File: config.mk
export PLATFORM = sky130hd
export DESIGN_NAME = box_filter_window_sum
export DESIGN_NICKNAME = d
export VERILOG_FILES = /design/src/hw/rtl/bfws_pkg.sv /design/src/hw/rtl/bfws_seq.sv /design/src/hw/rtl/bfws_linebuf.sv /design/src/hw/rtl/bfws_sum.sv /design/src/hw/rtl/bfws_fifo.sv /design/src/hw/rtl/box_filter_window_sum.sv
export SDC_FILE = /design/constraint.sdc
export NUM_CORES = 2
export LEC_CHECK = 0
export BUFFER_PORTS_ARGS = -buffer_cell sky130_fd_sc_hd__buf_2
export CAP_MARGIN = 10
export CORE_UTILIZATION = 57
export CTS_CLUSTER_DIAMETER = 100
export CTS_CLUSTER_SIZE = 10
export DETAILED_ROUTE_END_ITERATION = 16
export PLACE_DENSITY = 0.83
export SYNTH_ARGS = -nofsm -noshare
export SYNTH_HDL_FRONTEND = slang
export SYNTH_SLANG_ARGS = --single-unit
File: constraint.sdc
create_clock -name clk -period 13.6 [get_ports clk]
set_input_delay 2.04 -clock clk [delete_from_list [all_inputs] [get_ports clk]]
set_output_delay 2.04 -clock clk [all_outputs]
set_load 0.1 [all_outputs]
File: src/hw/rtl/bfws_pkg.sv
// Package for the 5x5 box filter window sum block.
// Holds sizes, register indexes, the sequencer state type and the step and result words.
// Depends on nothing; the design files refer to it by scoped names, the testbench files import it.
package bfws_pkg;

	localparam int MAX_WIDTH  = 16;
	localparam int MAX_HEIGHT = 1024;
	localparam int WINDOW     = 5;
	localparam int HALF       = (WINDOW - 1) / 2;
	localparam int LINES      = WINDOW - 1;
	localparam int PIX_W      = 9;

	localparam int COL_W      = $clog2(MAX_WIDTH);
	localparam int LANE_W     = $clog2(LINES);
	localparam int WID_W      = 5;
	localparam int HGT_W      = 11;
	localparam int ROW_W      = 11;
	localparam int CFG_W      = 11;
	localparam int LAG_W      = 6;
	localparam int SUM_W      = 14;
	localparam int ROWSUM_W   = PIX_W + $clog2(WINDOW);
	localparam int SUM_MAX    = WINDOW * WINDOW * ((1 << PIX_W) - 1);

	localparam int FIFO_DEPTH = 8;
	localparam int FIFO_AW    = $clog2(FIFO_DEPTH);
	localparam int CNT_W      = $clog2(FIFO_DEPTH + 1);

	// Configuration register indexes and reset values
	localparam logic [0:0]       REG_WIDTH    = 1'b0;
	localparam logic [0:0]       REG_HEIGHT   = 1'b1;
	localparam logic [WID_W-1:0] WIDTH_RESET  = 5'd10;
	localparam logic [HGT_W-1:0] HEIGHT_RESET = 11'd8;

	typedef enum logic {
		ST_RUN,
		ST_FLUSH
	} state_t;

	typedef logic [PIX_W-1:0] pix_t;

	// One column of the line store: one pixel per ring lane
	typedef pix_t [LINES-1:0] line_word_t;

	// Window register, [row][column], column WINDOW-1 is the newest
	typedef pix_t [WINDOW-1:0][WINDOW-1:0] window_t;

	// One shift of the window, as issued by the sequencer
	typedef struct packed {
		logic              valid;
		logic              emit;
		logic [COL_W-1:0]  col;
		logic [LANE_W-1:0] lane;
		pix_t              pix;
		logic [WINDOW-1:0] row_mask;
		logic [WINDOW-1:0] col_mask;
		logic              frame_end;
		logic              run_last;
	} step_t;

	typedef struct packed {
		logic [SUM_W-1:0] window_sum;
		logic             frame_end;
		logic             run_last;
	} result_t;

endpackage

File: src/hw/rtl/bfws_seq.sv
// Step sequencer of the box filter: input position, frame restart and end-of-frame flush.
// Issues one window shift per cycle with its padding masks and result flags, stalled by credit_ok and pixel_valid.
// Depends on bfws_pkg.
module bfws_seq (
	input  logic                         clk,
	input  logic                         arst_n,
	input  logic [bfws_pkg::WID_W-1:0]   eff_width,
	input  logic [bfws_pkg::HGT_W-1:0]   eff_height,
	input  logic                         credit_ok,
	input  logic                         pixel_valid,
	input  logic [bfws_pkg::PIX_W-1:0]   pixel,
	output logic                         pixel_ready,
	output bfws_pkg::step_t              step
);

	bfws_pkg::state_t                  state_q, state_d;
	logic [bfws_pkg::ROW_W-1:0]        row_q;
	logic [bfws_pkg::COL_W-1:0]        col_q;
	logic [bfws_pkg::LAG_W-1:0]        left_q;
	logic [bfws_pkg::LAG_W-1:0]        lag;

	logic                              take;
	logic                              fire;
	logic                              restart;
	logic                              last_px;
	logic                              flush_done;
	logic [bfws_pkg::ROW_W-1:0]        pos_row;
	logic [bfws_pkg::COL_W-1:0]        pos_col;
	logic [bfws_pkg::ROW_W-1:0]        nxt_row;
	logic [bfws_pkg::COL_W-1:0]        nxt_col;
	logic [bfws_pkg::WID_W:0]          csum;
	logic signed [bfws_pkg::ROW_W+1:0] row_s;
	logic signed [bfws_pkg::ROW_W+1:0] orow;
	logic [bfws_pkg::COL_W-1:0]        ocol;
	logic signed [bfws_pkg::ROW_W+1:0] y;
	logic signed [bfws_pkg::COL_W+1:0] x;
	logic [bfws_pkg::WINDOW-1:0]       row_mask;
	logic [bfws_pkg::WINDOW-1:0]       col_mask;

	// Handshake and issue
	always_comb begin
		pixel_ready = (state_q == bfws_pkg::ST_RUN) && credit_ok;
		take        = pixel_valid && pixel_ready;
		fire        = take || ((state_q == bfws_pkg::ST_FLUSH) && credit_ok);
		flush_done  = (left_q == bfws_pkg::LAG_W'(1));
	end

	// Restart the frame when the position lies outside the current size
	always_comb begin
		restart = ({1'b0, col_q} >= eff_width) || (row_q >= eff_height);
		if ((state_q == bfws_pkg::ST_RUN) && restart) begin
			pos_row = '0;
			pos_col = '0;
		end else begin
			pos_row = row_q;
			pos_col = col_q;
		end
		last_px = (pos_row == eff_height - 11'd1) && ({1'b0, pos_col} == eff_width - 5'd1);
		lag     = bfws_pkg::LAG_W'(bfws_pkg::HALF * eff_width + bfws_pkg::HALF);
	end

	// Advance in raster order
	always_comb begin
		if ({1'b0, pos_col} == eff_width - 5'd1) begin
			nxt_col = '0;
			nxt_row = pos_row + 11'd1;
		end else begin
			nxt_col = pos_col + 4'd1;
			nxt_row = pos_row;
		end
	end

	// Output position trails the step by two rows and two pixels
	always_comb begin
		row_s = $signed({2'b00, pos_row});
		csum  = {2'b00, pos_col} + {1'b0, eff_width};
		if (pos_col >= bfws_pkg::COL_W'(bfws_pkg::HALF)) begin
			ocol = pos_col - bfws_pkg::COL_W'(bfws_pkg::HALF);
			orow = row_s - $signed((bfws_pkg::ROW_W+2)'(bfws_pkg::HALF));
		end else if (csum >= (bfws_pkg::WID_W+1)'(bfws_pkg::HALF)) begin
			ocol = bfws_pkg::COL_W'(csum - (bfws_pkg::WID_W+1)'(bfws_pkg::HALF));
			orow = row_s - $signed((bfws_pkg::ROW_W+2)'(bfws_pkg::HALF + 1));
		end else begin
			// single-pixel rows: both pixels of lag borrow a whole row
			ocol = '0;
			orow = row_s - $signed((bfws_pkg::ROW_W+2)'(2 * bfws_pkg::HALF));
		end
	end

	// Zero padding masks of the window around the output position
	always_comb begin
		y = '0;
		x = '0;
		for (int r = 0; r < bfws_pkg::WINDOW; r++) begin
			y = orow + $signed((bfws_pkg::ROW_W+2)'(r))
				- $signed((bfws_pkg::ROW_W+2)'(bfws_pkg::HALF));
			row_mask[r] = !y[bfws_pkg::ROW_W+1] && (y < $signed({2'b00, eff_height}));
		end
		for (int k = 0; k < bfws_pkg::WINDOW; k++) begin
			x = $signed({2'b00, ocol}) + $signed((bfws_pkg::COL_W+2)'(k))
				- $signed((bfws_pkg::COL_W+2)'(bfws_pkg::HALF));
			col_mask[k] = !x[bfws_pkg::COL_W+1] && (x < $signed({1'b0, eff_width}));
		end
	end

	// Step word
	always_comb begin
		step.valid     = fire;
		step.emit      = !orow[bfws_pkg::ROW_W+1];
		step.col       = pos_col;
		step.lane      = pos_row[bfws_pkg::LANE_W-1:0];
		step.pix       = (state_q == bfws_pkg::ST_FLUSH) ? '0 : pixel;
		step.row_mask  = row_mask;
		step.col_mask  = col_mask;
		step.frame_end = (orow == $signed({2'b00, eff_height}) - 13'sd1)
			&& ({1'b0, ocol} == eff_width - 5'd1);
		if (state_q == bfws_pkg::ST_FLUSH) begin
			step.run_last = flush_done;
		end else begin
			step.run_last = !orow[bfws_pkg::ROW_W+1] && !last_px;
		end
	end

	// Next state
	always_comb begin
		state_d = state_q;
		unique case (state_q)
			bfws_pkg::ST_RUN: begin
				if (take && last_px) begin
					state_d = bfws_pkg::ST_FLUSH;
				end
			end
			bfws_pkg::ST_FLUSH: begin
				if (fire && flush_done) begin
					state_d = bfws_pkg::ST_RUN;
				end
			end
			default: state_d = bfws_pkg::ST_RUN;
		endcase
	end

	// Position and flush count
	always_ff @(posedge clk or negedge arst_n) begin
		if (!arst_n) begin
			state_q <= bfws_pkg::ST_RUN;
			row_q   <= '0;
			col_q   <= '0;
			left_q  <= '0;
		end else begin
			state_q <= state_d;
			if (fire) begin
				if ((state_q == bfws_pkg::ST_FLUSH) && flush_done) begin
					row_q <= '0;
					col_q <= '0;
				end else begin
					row_q <= nxt_row;
					col_q <= nxt_col;
				end
				if (state_q == bfws_pkg::ST_RUN) begin
					left_q <= lag;
				end else begin
					left_q <= left_q - bfws_pkg::LAG_W'(1);
				end
			end
		end
	end

endmodule

File: src/hw/rtl/bfws_linebuf.sv
// Line store and window register of the box filter.
// One memory word per column holds the four stored rows; read, patch one lane, write back.
// Depends on bfws_pkg.
module bfws_linebuf (
	input  logic                 clk,
	input  logic                 arst_n,
	input  bfws_pkg::step_t      step,
	output bfws_pkg::window_t    window,
	output bfws_pkg::step_t      step_s2,
	output logic                 pend_s1
);

	bfws_pkg::line_word_t        line_mem_q [bfws_pkg::MAX_WIDTH];
	bfws_pkg::line_word_t        rd_data_q;
	bfws_pkg::line_word_t        wr_word_q;
	logic [bfws_pkg::COL_W-1:0]  wr_col_q;
	logic                        wr_vld_q;
	bfws_pkg::step_t             step_s1;
	bfws_pkg::step_t             ctrl_s2;
	bfws_pkg::window_t           window_q;

	bfws_pkg::line_word_t        word;
	bfws_pkg::line_word_t        new_word;
	bfws_pkg::pix_t [bfws_pkg::WINDOW-1:0] column;
	logic [bfws_pkg::LANE_W-1:0] lane_idx;

	// Read the column word, write back the patched word of the step ahead
	always_ff @(posedge clk) begin
		rd_data_q <= line_mem_q[step.col];
		if (step_s1.valid) begin
			line_mem_q[step_s1.col] <= new_word;
		end
	end

	// Hold the last write for forwarding to a read issued at the same edge
	always_ff @(posedge clk) begin
		wr_word_q <= new_word;
		wr_col_q  <= step_s1.col;
	end

	// Advance the step into the read stage
	always_ff @(posedge clk or negedge arst_n) begin
		if (!arst_n) begin
			wr_vld_q <= 1'b0;
			step_s1  <= '0;
		end else begin
			wr_vld_q <= step_s1.valid;
			step_s1  <= step;
		end
	end

	// Pick the column, oldest row first, and patch the current row's lane
	always_comb begin
		lane_idx = '0;
		if (wr_vld_q && (wr_col_q == step_s1.col)) begin
			word = wr_word_q;
		end else begin
			word = rd_data_q;
		end
		for (int r = 0; r < bfws_pkg::LINES; r++) begin
			lane_idx  = step_s1.lane + bfws_pkg::LANE_W'(r);
			column[r] = word[lane_idx];
		end
		column[bfws_pkg::LINES] = step_s1.pix;
		new_word = word;
		new_word[step_s1.lane] = step_s1.pix;
	end

	// Shift the new column into the window
	always_ff @(posedge clk or negedge arst_n) begin
		if (!arst_n) begin
			window_q <= '0;
		end else if (step_s1.valid) begin
			for (int r = 0; r < bfws_pkg::WINDOW; r++) begin
				for (int k = 0; k < bfws_pkg::WINDOW - 1; k++) begin
					window_q[r][k] <= window_q[r][k+1];
				end
				window_q[r][bfws_pkg::WINDOW-1] <= column[r];
			end
		end
	end

	// Pass only result-bearing steps on to the adders
	always_ff @(posedge clk or negedge arst_n) begin
		if (!arst_n) begin
			ctrl_s2 <= '0;
		end else begin
			ctrl_s2.valid     <= step_s1.valid && step_s1.emit;
			ctrl_s2.emit      <= step_s1.emit;
			ctrl_s2.col       <= step_s1.col;
			ctrl_s2.lane      <= step_s1.lane;
			ctrl_s2.pix       <= step_s1.pix;
			ctrl_s2.row_mask  <= step_s1.row_mask;
			ctrl_s2.col_mask  <= step_s1.col_mask;
			ctrl_s2.frame_end <= step_s1.frame_end;
			ctrl_s2.run_last  <= step_s1.run_last;
		end
	end

	assign window  = window_q;
	assign step_s2 = ctrl_s2;
	assign pend_s1 = step_s1.valid && step_s1.emit;

endmodule

File: src/hw/rtl/bfws_sum.sv
// Masked adder pipeline of the box filter.
// Row sums over the masked window columns, then the sum over the masked rows.
// Depends on bfws_pkg.
module bfws_sum (
	input  logic                clk,
	input  logic                arst_n,
	input  bfws_pkg::window_t   window,
	input  bfws_pkg::step_t     step_s2,
	output logic                push,
	output bfws_pkg::result_t   push_data
);

	logic [bfws_pkg::ROWSUM_W-1:0] rowsum [bfws_pkg::WINDOW];
	logic [bfws_pkg::ROWSUM_W-1:0] rowsum_s3 [bfws_pkg::WINDOW];
	logic [bfws_pkg::ROWSUM_W-1:0] acc;
	logic [bfws_pkg::SUM_W-1:0]    total;
	logic                          valid_s3;
	logic                          frame_end_s3;
	logic                          run_last_s3;

	// Add each window row over the columns inside the image
	always_comb begin
		acc = '0;
		for (int r = 0; r < bfws_pkg::WINDOW; r++) begin
			acc = '0;
			for (int k = 0; k < bfws_pkg::WINDOW; k++) begin
				if (step_s2.col_mask[k]) begin
					acc = acc + bfws_pkg::ROWSUM_W'(window[r][k]);
				end
			end
			rowsum[r] = acc;
		end
	end

	// Drop rows outside the image
	always_ff @(posedge clk) begin
		for (int r = 0; r < bfws_pkg::WINDOW; r++) begin
			rowsum_s3[r] <= step_s2.row_mask[r] ? rowsum[r] : '0;
		end
		frame_end_s3 <= step_s2.frame_end;
		run_last_s3  <= step_s2.run_last;
	end

	always_ff @(posedge clk or negedge arst_n) begin
		if (!arst_n) begin
			valid_s3 <= 1'b0;
		end else begin
			valid_s3 <= step_s2.valid;
		end
	end

	// Add the row sums
	always_comb begin
		total = '0;
		for (int r = 0; r < bfws_pkg::WINDOW; r++) begin
			total = total + bfws_pkg::SUM_W'(rowsum_s3[r]);
		end
	end

	assign push                 = valid_s3;
	assign push_data.window_sum = total;
	assign push_data.frame_end  = frame_end_s3;
	assign push_data.run_last   = run_last_s3;

endmodule

File: src/hw/rtl/bfws_fifo.sv
// Result queue of the box filter: parts the adder pipeline from the output handshake.
// Register-based, one write and one read pointer.
// Depends on bfws_pkg.
module bfws_fifo (
	input  logic                        clk,
	input  logic                        arst_n,
	input  logic                        push,
	input  bfws_pkg::result_t           push_data,
	input  logic                        pop_ready,
	output logic                        pop_valid,
	output bfws_pkg::result_t           pop_data,
	output logic [bfws_pkg::CNT_W-1:0]  count
);

	bfws_pkg::result_t            entry_q [bfws_pkg::FIFO_DEPTH];
	logic [bfws_pkg::FIFO_AW-1:0] wr_ptr_q;
	logic [bfws_pkg::FIFO_AW-1:0] rd_ptr_q;
	logic [bfws_pkg::CNT_W-1:0]   count_q;
	logic                         pop;

	assign pop_valid = (count_q != '0);
	assign pop       = pop_valid && pop_ready;
	assign pop_data  = entry_q[rd_ptr_q];
	assign count     = count_q;

	// Store the incoming word
	always_ff @(posedge clk) begin
		if (push) begin
			entry_q[wr_ptr_q] <= push_data;
		end
	end

	// Advance pointers and track fill
	always_ff @(posedge clk or negedge arst_n) begin
		if (!arst_n) begin
			wr_ptr_q <= '0;
			rd_ptr_q <= '0;
			count_q  <= '0;
		end else begin
			if (push) begin
				wr_ptr_q <= wr_ptr_q + bfws_pkg::FIFO_AW'(1);
			end
			if (pop) begin
				rd_ptr_q <= rd_ptr_q + bfws_pkg::FIFO_AW'(1);
			end
			if (push && !pop) begin
				count_q <= count_q + bfws_pkg::CNT_W'(1);
			end else if (pop && !push) begin
				count_q <= count_q - bfws_pkg::CNT_W'(1);
			end
		end
	end

endmodule

File: src/hw/rtl/box_filter_window_sum.sv
// Top level of the 5x5 box filter window sum block.
// Holds the configuration registers and joins sequencer, line store, adders and result queue.
// Depends on bfws_pkg, bfws_seq, bfws_linebuf, bfws_sum and bfws_fifo.
//
//   channel   direction  handshake                  word
//   pixel     in         pixel_valid/pixel_ready    pixel
//   result    out        result_valid/result_ready  window_sum, frame_end, run_last
//   cfg       in         cfg_wen                    cfg_index, cfg_data
//
// One pixel per cycle while pixel_ready is high. A frame's last pixel starts 2*width+2 flush
// steps, up to one result each, with pixel_ready low. A result passes the line store read,
// window shift, row sums and final add into the result queue before it is offered.
// Reset does not clear the line store; entries from before the frame fall outside the
// image and are masked. An 8-entry result queue absorbs output stalls; pixel_ready drops
// when queued plus in-flight results would fill it.
module box_filter_window_sum (
	input  logic                        clk,
	input  logic                        arst_n,
	input  logic                        cfg_wen,
	input  logic [0:0]                  cfg_index,
	input  logic [bfws_pkg::CFG_W-1:0]  cfg_data,
	input  logic                        pixel_valid,
	output logic                        pixel_ready,
	input  logic [bfws_pkg::PIX_W-1:0]  pixel,
	output logic                        result_valid,
	input  logic                        result_ready,
	output logic [bfws_pkg::SUM_W-1:0]  window_sum,
	output logic                        frame_end,
	output logic                        run_last
);

	logic [bfws_pkg::WID_W-1:0] width_q;
	logic [bfws_pkg::HGT_W-1:0] height_q;
	logic [bfws_pkg::WID_W-1:0] eff_width;
	logic [bfws_pkg::HGT_W-1:0] eff_height;
	logic [bfws_pkg::CNT_W-1:0] fifo_count;
	logic [bfws_pkg::CNT_W:0]   load;
	logic                       credit_ok;
	logic                       pend_s1;
	logic                       push;
	bfws_pkg::step_t            step;
	bfws_pkg::step_t            step_s2;
	bfws_pkg::window_t          window;
	bfws_pkg::result_t          push_data;
	bfws_pkg::result_t          pop_data;

	// Configuration registers
	always_ff @(posedge clk or negedge arst_n) begin
		if (!arst_n) begin
			width_q  <= bfws_pkg::WIDTH_RESET;
			height_q <= bfws_pkg::HEIGHT_RESET;
		end else if (cfg_wen) begin
			unique case (cfg_index)
				bfws_pkg::REG_WIDTH:  width_q  <= cfg_data[bfws_pkg::WID_W-1:0];
				bfws_pkg::REG_HEIGHT: height_q <= cfg_data[bfws_pkg::HGT_W-1:0];
				default: ;
			endcase
		end
	end

	// Clamp the frame size to the supported range
	always_comb begin
		if (width_q == '0) begin
			eff_width = bfws_pkg::WID_W'(1);
		end else if (width_q > bfws_pkg::WID_W'(bfws_pkg::MAX_WIDTH)) begin
			eff_width = bfws_pkg::WID_W'(bfws_pkg::MAX_WIDTH);
		end else begin
			eff_width = width_q;
		end
		if (height_q == '0) begin
			eff_height = bfws_pkg::HGT_W'(1);
		end else if (height_q > bfws_pkg::HGT_W'(bfws_pkg::MAX_HEIGHT)) begin
			eff_height = bfws_pkg::HGT_W'(bfws_pkg::MAX_HEIGHT);
		end else begin
			eff_height = height_q;
		end
	end

	// Issue only while the queue has room for every result in flight
	always_comb begin
		load = (bfws_pkg::CNT_W+1)'(fifo_count) + (bfws_pkg::CNT_W+1)'(pend_s1)
			+ (bfws_pkg::CNT_W+1)'(step_s2.valid) + (bfws_pkg::CNT_W+1)'(push);
		credit_ok = (load < (bfws_pkg::CNT_W+1)'(bfws_pkg::FIFO_DEPTH));
	end

	bfws_seq u_seq (
		.clk         (clk),
		.arst_n      (arst_n),
		.eff_width   (eff_width),
		.eff_height  (eff_height),
		.credit_ok   (credit_ok),
		.pixel_valid (pixel_valid),
		.pixel       (pixel),
		.pixel_ready (pixel_ready),
		.step        (step)
	);

	bfws_linebuf u_linebuf (
		.clk     (clk),
		.arst_n  (arst_n),
		.step    (step),
		.window  (window),
		.step_s2 (step_s2),
		.pend_s1 (pend_s1)
	);

	bfws_sum u_sum (
		.clk       (clk),
		.arst_n    (arst_n),
		.window    (window),
		.step_s2   (step_s2),
		.push      (push),
		.push_data (push_data)
	);

	bfws_fifo u_fifo (
		.clk       (clk),
		.arst_n    (arst_n),
		.push      (push),
		.push_data (push_data),
		.pop_ready (result_ready),
		.pop_valid (result_valid),
		.pop_data  (pop_data),
		.count     (fifo_count)
	);

	assign window_sum = pop_data.window_sum;
	assign frame_end  = pop_data.frame_end;
	assign run_last   = pop_data.run_last;

endmodule

* Yosys cells after proc, flatten, opt, wreduce, memory -nomap -nowiden
Memories as Yosys holds them, arrays and structs flattened. A register that Yosys moved wholly into a read port is not among the register bits. Index checks and enable logic that the tools add are counted.
Word-level totals: register bits 359, bits in writable memories 764, input port bits 26, output and inout port bits 18, word-level logic and storage cells 271, memories kept 3
Operators by class: add/sub/neg operators 65, order comparisons 22, equal/unequal tests 6, multiplexer cells 68, bitwise gates (word level) 2, reductions and logical operators 48
Memories:
- u_linebuf.line_mem_q | depth 16, bits a word 36, read ports 1, clocked after memory_dff 1, write ports 1, RTL line bfws_linebuf.sv:13 | bfws_pkg::line_word_t line_mem_q [bfws_pkg::MAX_WIDTH];
- u_fifo.entry_q | depth 8, bits a word 16, read ports 1, clocked after memory_dff 0, write ports 1, RTL line bfws_fifo.sv:15 | bfws_pkg::result_t entry_q [bfws_pkg::FIFO_DEPTH];
- u_sum.rowsum_s3 | depth 5, bits a word 12, read ports 5, clocked after memory_dff 0, write ports 5, RTL line bfws_sum.sv:14 | logic [bfws_pkg::ROWSUM_W-1:0] rowsum_s3 [bfws_pkg::WINDOW];
Operators by type and width (number):
- 12-bit 2-to-1 mux | 25
- 12-bit by 9-bit adder with 12-bit output | 15
- 9-bit 2-to-1 mux | 11
- 9-bit binary-select mux with 2-bit select | 4
- 13-bit by 12-bit < comparator with 1-bit output | 5
- 13-bit by 3-bit subtractor with 13-bit output, second input constant | 5
- 11-bit 2-to-1 mux | 5
- 9-bit by 9-bit adder with 10-bit output | 5
- 14-bit by 12-bit adder with 14-bit output | 3
- 36-bit bitwise mux | 1
- 36-bit 2-to-1 mux | 1
- 6-bit < comparator | 5
- 4-bit 2-to-1 mux | 7
- 13-bit by 3-bit adder with 13-bit output, second input constant | 2
- 1-bit logical AND | 26
- 13-bit 2-to-1 mux | 2
- 11-bit by 2-bit subtractor with 12-bit output, second input constant | 2
- 6-bit by 3-bit subtractor with 6-bit output, second input constant | 4
- 9-bit demux with 2-bit select | 1
- 1-bit zero test | 14
- 12-bit by 12-bit adder with 13-bit output | 1
- 13-bit by 2-bit adder with 13-bit output, second input constant | 1
- 13-bit by 4-bit adder with 13-bit output, second input constant | 1
- 13-bit equality test | 1
- 44 further kinds | 64

* Logic depth before layout (Yosys ltp)
depth after elaboration 15, gate-level depth with buffers 35, mapped depth without buffers 32

* Modules after synthesis
From an unflattened synthesis, not the netlist that was laid out.
Second synthesis, totals: cell total of the unflattened synthesis 4472, area, all modules 60646.9 um^2
By module, submodules not included:
- bfws_linebuf | times used 1, cells each 1658, area an instance 34971.0 um^2, sequential area each 25924.9 um^2
- bfws_sum | times used 1, cells each 1736, area an instance 13407.9 um^2, sequential area each 1266.2 um^2
- bfws_seq | times used 1, cells each 771, area an instance 5921.9 um^2, sequential area each 550.5 um^2
- bfws_fifo | times used 1, cells each 245, area an instance 5515.3 um^2, sequential area each 4093.9 um^2
- box_filter_window_sum | times used 1, cells each 62, area an instance 830.8 um^2, sequential area each 404.1 um^2

* Worst setup path before layout
Ideal clock, no wire load.
path kind register -> register, from register height_q[6] in the netlist's numbering, to register u_linebuf.step_s1[8] in the netlist's numbering, library setup time 0.111 ns, data arrival time 7.283 ns, data required time 13.489 ns, setup slack 6.206 ns, cell stages (with the launch flop) 36, buffers on the path 4, clock period less this slack 7.394 ns, cell sequence dfrtp_1 or4_1 nor4_1 nor2_1 nor2_1 ha_1 nand2b_1 a31oi_1 o21bai_2 a21oi_4 buf_6 and2_1 clkbuf_1 clkbuf_1 ha_1 a21o_1 a21oi_1 mux2i_1 nor2_2 or3_1 o41ai_1 a31o_2 buf_2 inv_1 ha_1 xor2_1 ha_1 o21a_1 o21a_1 o21ai_0 nand2b_1 a21oi_1 o21ai_0 nand3_1 a21boi_0 a2111oi_2
RTL lines:
- start, declared | RTL line box_filter_window_sum.sv:33 | logic [bfws_pkg::HGT_W-1:0] height_q;
- start signal, assigned | RTL line box_filter_window_sum.sv:51 | height_q <= bfws_pkg::HEIGHT_RESET;
- start signal, assigned | RTL line box_filter_window_sum.sv:55 | bfws_pkg::REG_HEIGHT: height_q <= cfg_data[bfws_pkg::HGT_W-1:0];
- end signal, assigned | RTL line bfws_linebuf.sv:48 | step_s1 <= step;
- end, declared | RTL line bfws_linebuf.sv:18 | bfws_pkg::step_t step_s1;

==> impl_metrics.tcl <==
set metrics [dict create \
    fin_crit_ns 8.77 \
    numCtsBuffers 133 \
    syn_avg_cell_area_um2 11.7 \
    holdCritPathClass "reg -> reg" \
    gp_congestion 0.926 \
    min_from "u_linebuf.step_s1[0]$_DFF_PN0_" \
    cpMostUsedCell "ha_1" \
    initial_utilization 0.575 \
    path_clk_slew_ns 0.07 \
    num_rows 118 \
    synth_cell_types 103 \
    h-tree-depth 4 \
    pre_cts_ws_ns 5.00 \
    final_common_cell "edfxtp_1" \
    synth_fp_nets 5517 \
    crit_path_max_incr_delay_ns 0.86 \
    postCtsResizedCells 0 \
    synth_seq_area_share 0.534 \
    grt_pass1_wl_um 237000 \
    critPathKind "reg -> reg" \
    drtIter0Drc 4396 \
    status "finished clean" \
    io_pins 44 \
    hold_violations 0 \
    startpoint_type "flop" \
    synthArstFlopShare 0.274 \
    clock_latency_ns 0.77 \
    dr_total_vias 41892 \
    r2r-start "height_q[6]$_DFFE_PN0P_" \
    first_pass_iters 6 \
    timing.final.ws_setup_ns 4.83 \
    port_buffers 43 \
    required_ns 14.24 \
    dp_hpwl_um 93900 \
    drtAntennaViolNets 0 \
    finClkSkew_ns 0.0301 \
    critical_path_buf_inv_count 1 \
    routed_wl_um 154000 \
    synth_cells 5107 \
    cts.sinks 1159 \
    synth-seq-cells 1159 \
    die_x_um 325 \
    final_cell_mix "704 x edfxtp_1, 557 x nand2_1, 336 x ha_1" \
    end_kind "flop" \
    fin_setup_tns_ns 0 \
    drc 0 \
    coreArea_mm2 0.104 \
    synth_edf_count 704 \
    nets 5507 \
    crit_path_top_delay_cell "a21oi_4" \
    cts_setup_buffers 0 \
    root_buffer "clkbuf_16" \
    viasPerCell 6.36 \
    area_growth_pct 9.56 \
    wl_per_cell_um 23.3 \
    gr-total-overflow 0 \
    crit_path_max_fanout 41 \
    synth_warnings 0 \
    fin_crit_sh 0.645 \
    die_h_um 325 \
    critPathLaunch "height_q[6]$_DFFE_PN0P_" \
    drv_cap 0 \
    drive_gt1_frac 0.128 \
    synth_area_leader_cell "edfxtp_1" \
    finalMaxSlewViolations 0 \
    crit_arrival_ns 9.41 \
    slew_headroom 0.111 \
    grtUsageTotal 0.288 \
    tritoncts "built" \
    cts_hold_buf 0 \
    cp_top_family "compound AO/OA/AOI/OAI gates" \
    tightest_slew_ns 1.30 \
    max_freq_ghz 0.114 \
    rsz0062_at_grt "no" \
    synth.area.top_cells "edfxtp_1 35%, dfrtp_1 13%, ha_1 7.1%" \
    dieArea_mm2 0.106 \
    grt_max_degree 174 \
    clk_path_buf_depth 3 \
    netlist_area_mm2 0.0596 \
    synth_top_area_share 0.355 \
    yosys_most_used_dff "edfxtp_1" \
    grt_pass1_vias 42032 \
    antenna_found_initial 5 \
    setup_violations 0 \
]
-- through the flow --
stage                util  cell area (um2)  std cells  hold slack, ns
floorplan               -            59600       5107           0.324
global placement    0.591            61200       6335           0.329
global route        0.630            65300       6588           0.356
finish              0.630            65300       6589           0.344
CTS                 0.629            65200       6580           0.350
detailed placement  0.591            61200       6335           0.337
-- cell usage after synthesis, types with 20 or more instances --
cell type / count
edfxtp_1: 704
nand2_1: 559
ha_1: 336
dfrtp_1: 314
nor2_1: 290
mux2_2: 272
o21ai_0: 238
clkbuf_1: 219
inv_1: 218
a21oi_1: 194
xnor2_1: 165
nand3_1: 148
dfxtp_1: 138
a31oi_1: 136
mux2i_1: 119
xor2_1: 84
o221ai_1: 73
a21o_1: 64
nor2b_1: 63
nor3_1: 61
or3_1: 58
a211oi_1: 50
fa_1: 48
mux4_2: 48
and2_1: 41
nand2b_1: 41
a2111oi_0: 39
o21a_1: 39
o211a_1: 31
buf_1: 26
and3_1: 20
o211ai_1: 20
o21bai_1: 20
-- state kept, by name, summed over array words and instances, names as in the netlist, 5 cells and up --
name and flops:
width_q 5, u_linebuf.wr_word_q 36, u_fifo.entry_q 128, u_linebuf.step_s2 13, u_linebuf.rd_data_q 36, u_linebuf.step_s1 20
height_q 11, u_seq.row_q 11, u_linebuf.column 9, u_linebuf.line_mem_q 576, u_seq.left_q 6, u_sum.rowsum_s3 60
u_linebuf.window 225
-- metal layers --
metal  track usage  share of wire  up-vias
met5             0              0        -
met4         0.143          0.045        0
met3        0.0646          0.092      469
met2         0.469           0.48     2216
met1         0.363           0.39    20449
li1              -              -    18758
-- path summary, 6_finish.rpt --
kind,end,slack (ns),cells after the start
worst max register to register,u_linebuf.step_s1[8]$_DFF_PN0_,4.83,30
min in group asynchronous,u_linebuf.window[109]$_DFFE_PN0P_,1.38,1
worst min-delay path,u_linebuf.step_s2[0]$_DFF_PN0_,0.34,0
max in group asynchronous,u_linebuf.step_s1[28]$_DFF_PN0_,9.37,4
worst min register to register,u_linebuf.step_s2[0]$_DFF_PN0_,0.34,0
worst max-delay path,u_linebuf.step_s1[8]$_DFF_PN0_,4.83,30
-- worst register-to-register path: cells and delay by family, from the launching register on --
kind / cells / cell delay [ns]
AOI/OAI and AO/OA: 14 / 3.80
xor gates and xnor gates: 1 / 0.17
adders and majority gates: 4 / 1.18
buffers and inverters: 1 / 0.11
DFF: 1 / 0.45
muxes: 1 / 0.20
and+or+nand+nor: 9 / 2.71
-- kinds of logic after synthesis --
kind of cell               synth area share
adders and majority gates            0.0868
and+or+nand+nor                       0.103
muxes                                0.0899
buffers and inverters                0.0309
AOI/OAI and AO/OA                     0.118
DFF                                   0.534
xor gates and xnor gates             0.0366
-- cell type report --
cell class,instances,area (um2)
Inverter,228,860
Tap cell,1380,1730
Antenna cell,2,5.00
Multi-Input combinational cell,3464,26100
Sequential cell,1159,31900
Clock buffer,234,3750
Clock inverter,11,223
Fill cell,7509,38400
Timing Repair Buffer,111,761
Power is left out: the tool's default activity adds up to more than one toggle a clock period on the data nets, which glitch-free logic cannot reach.
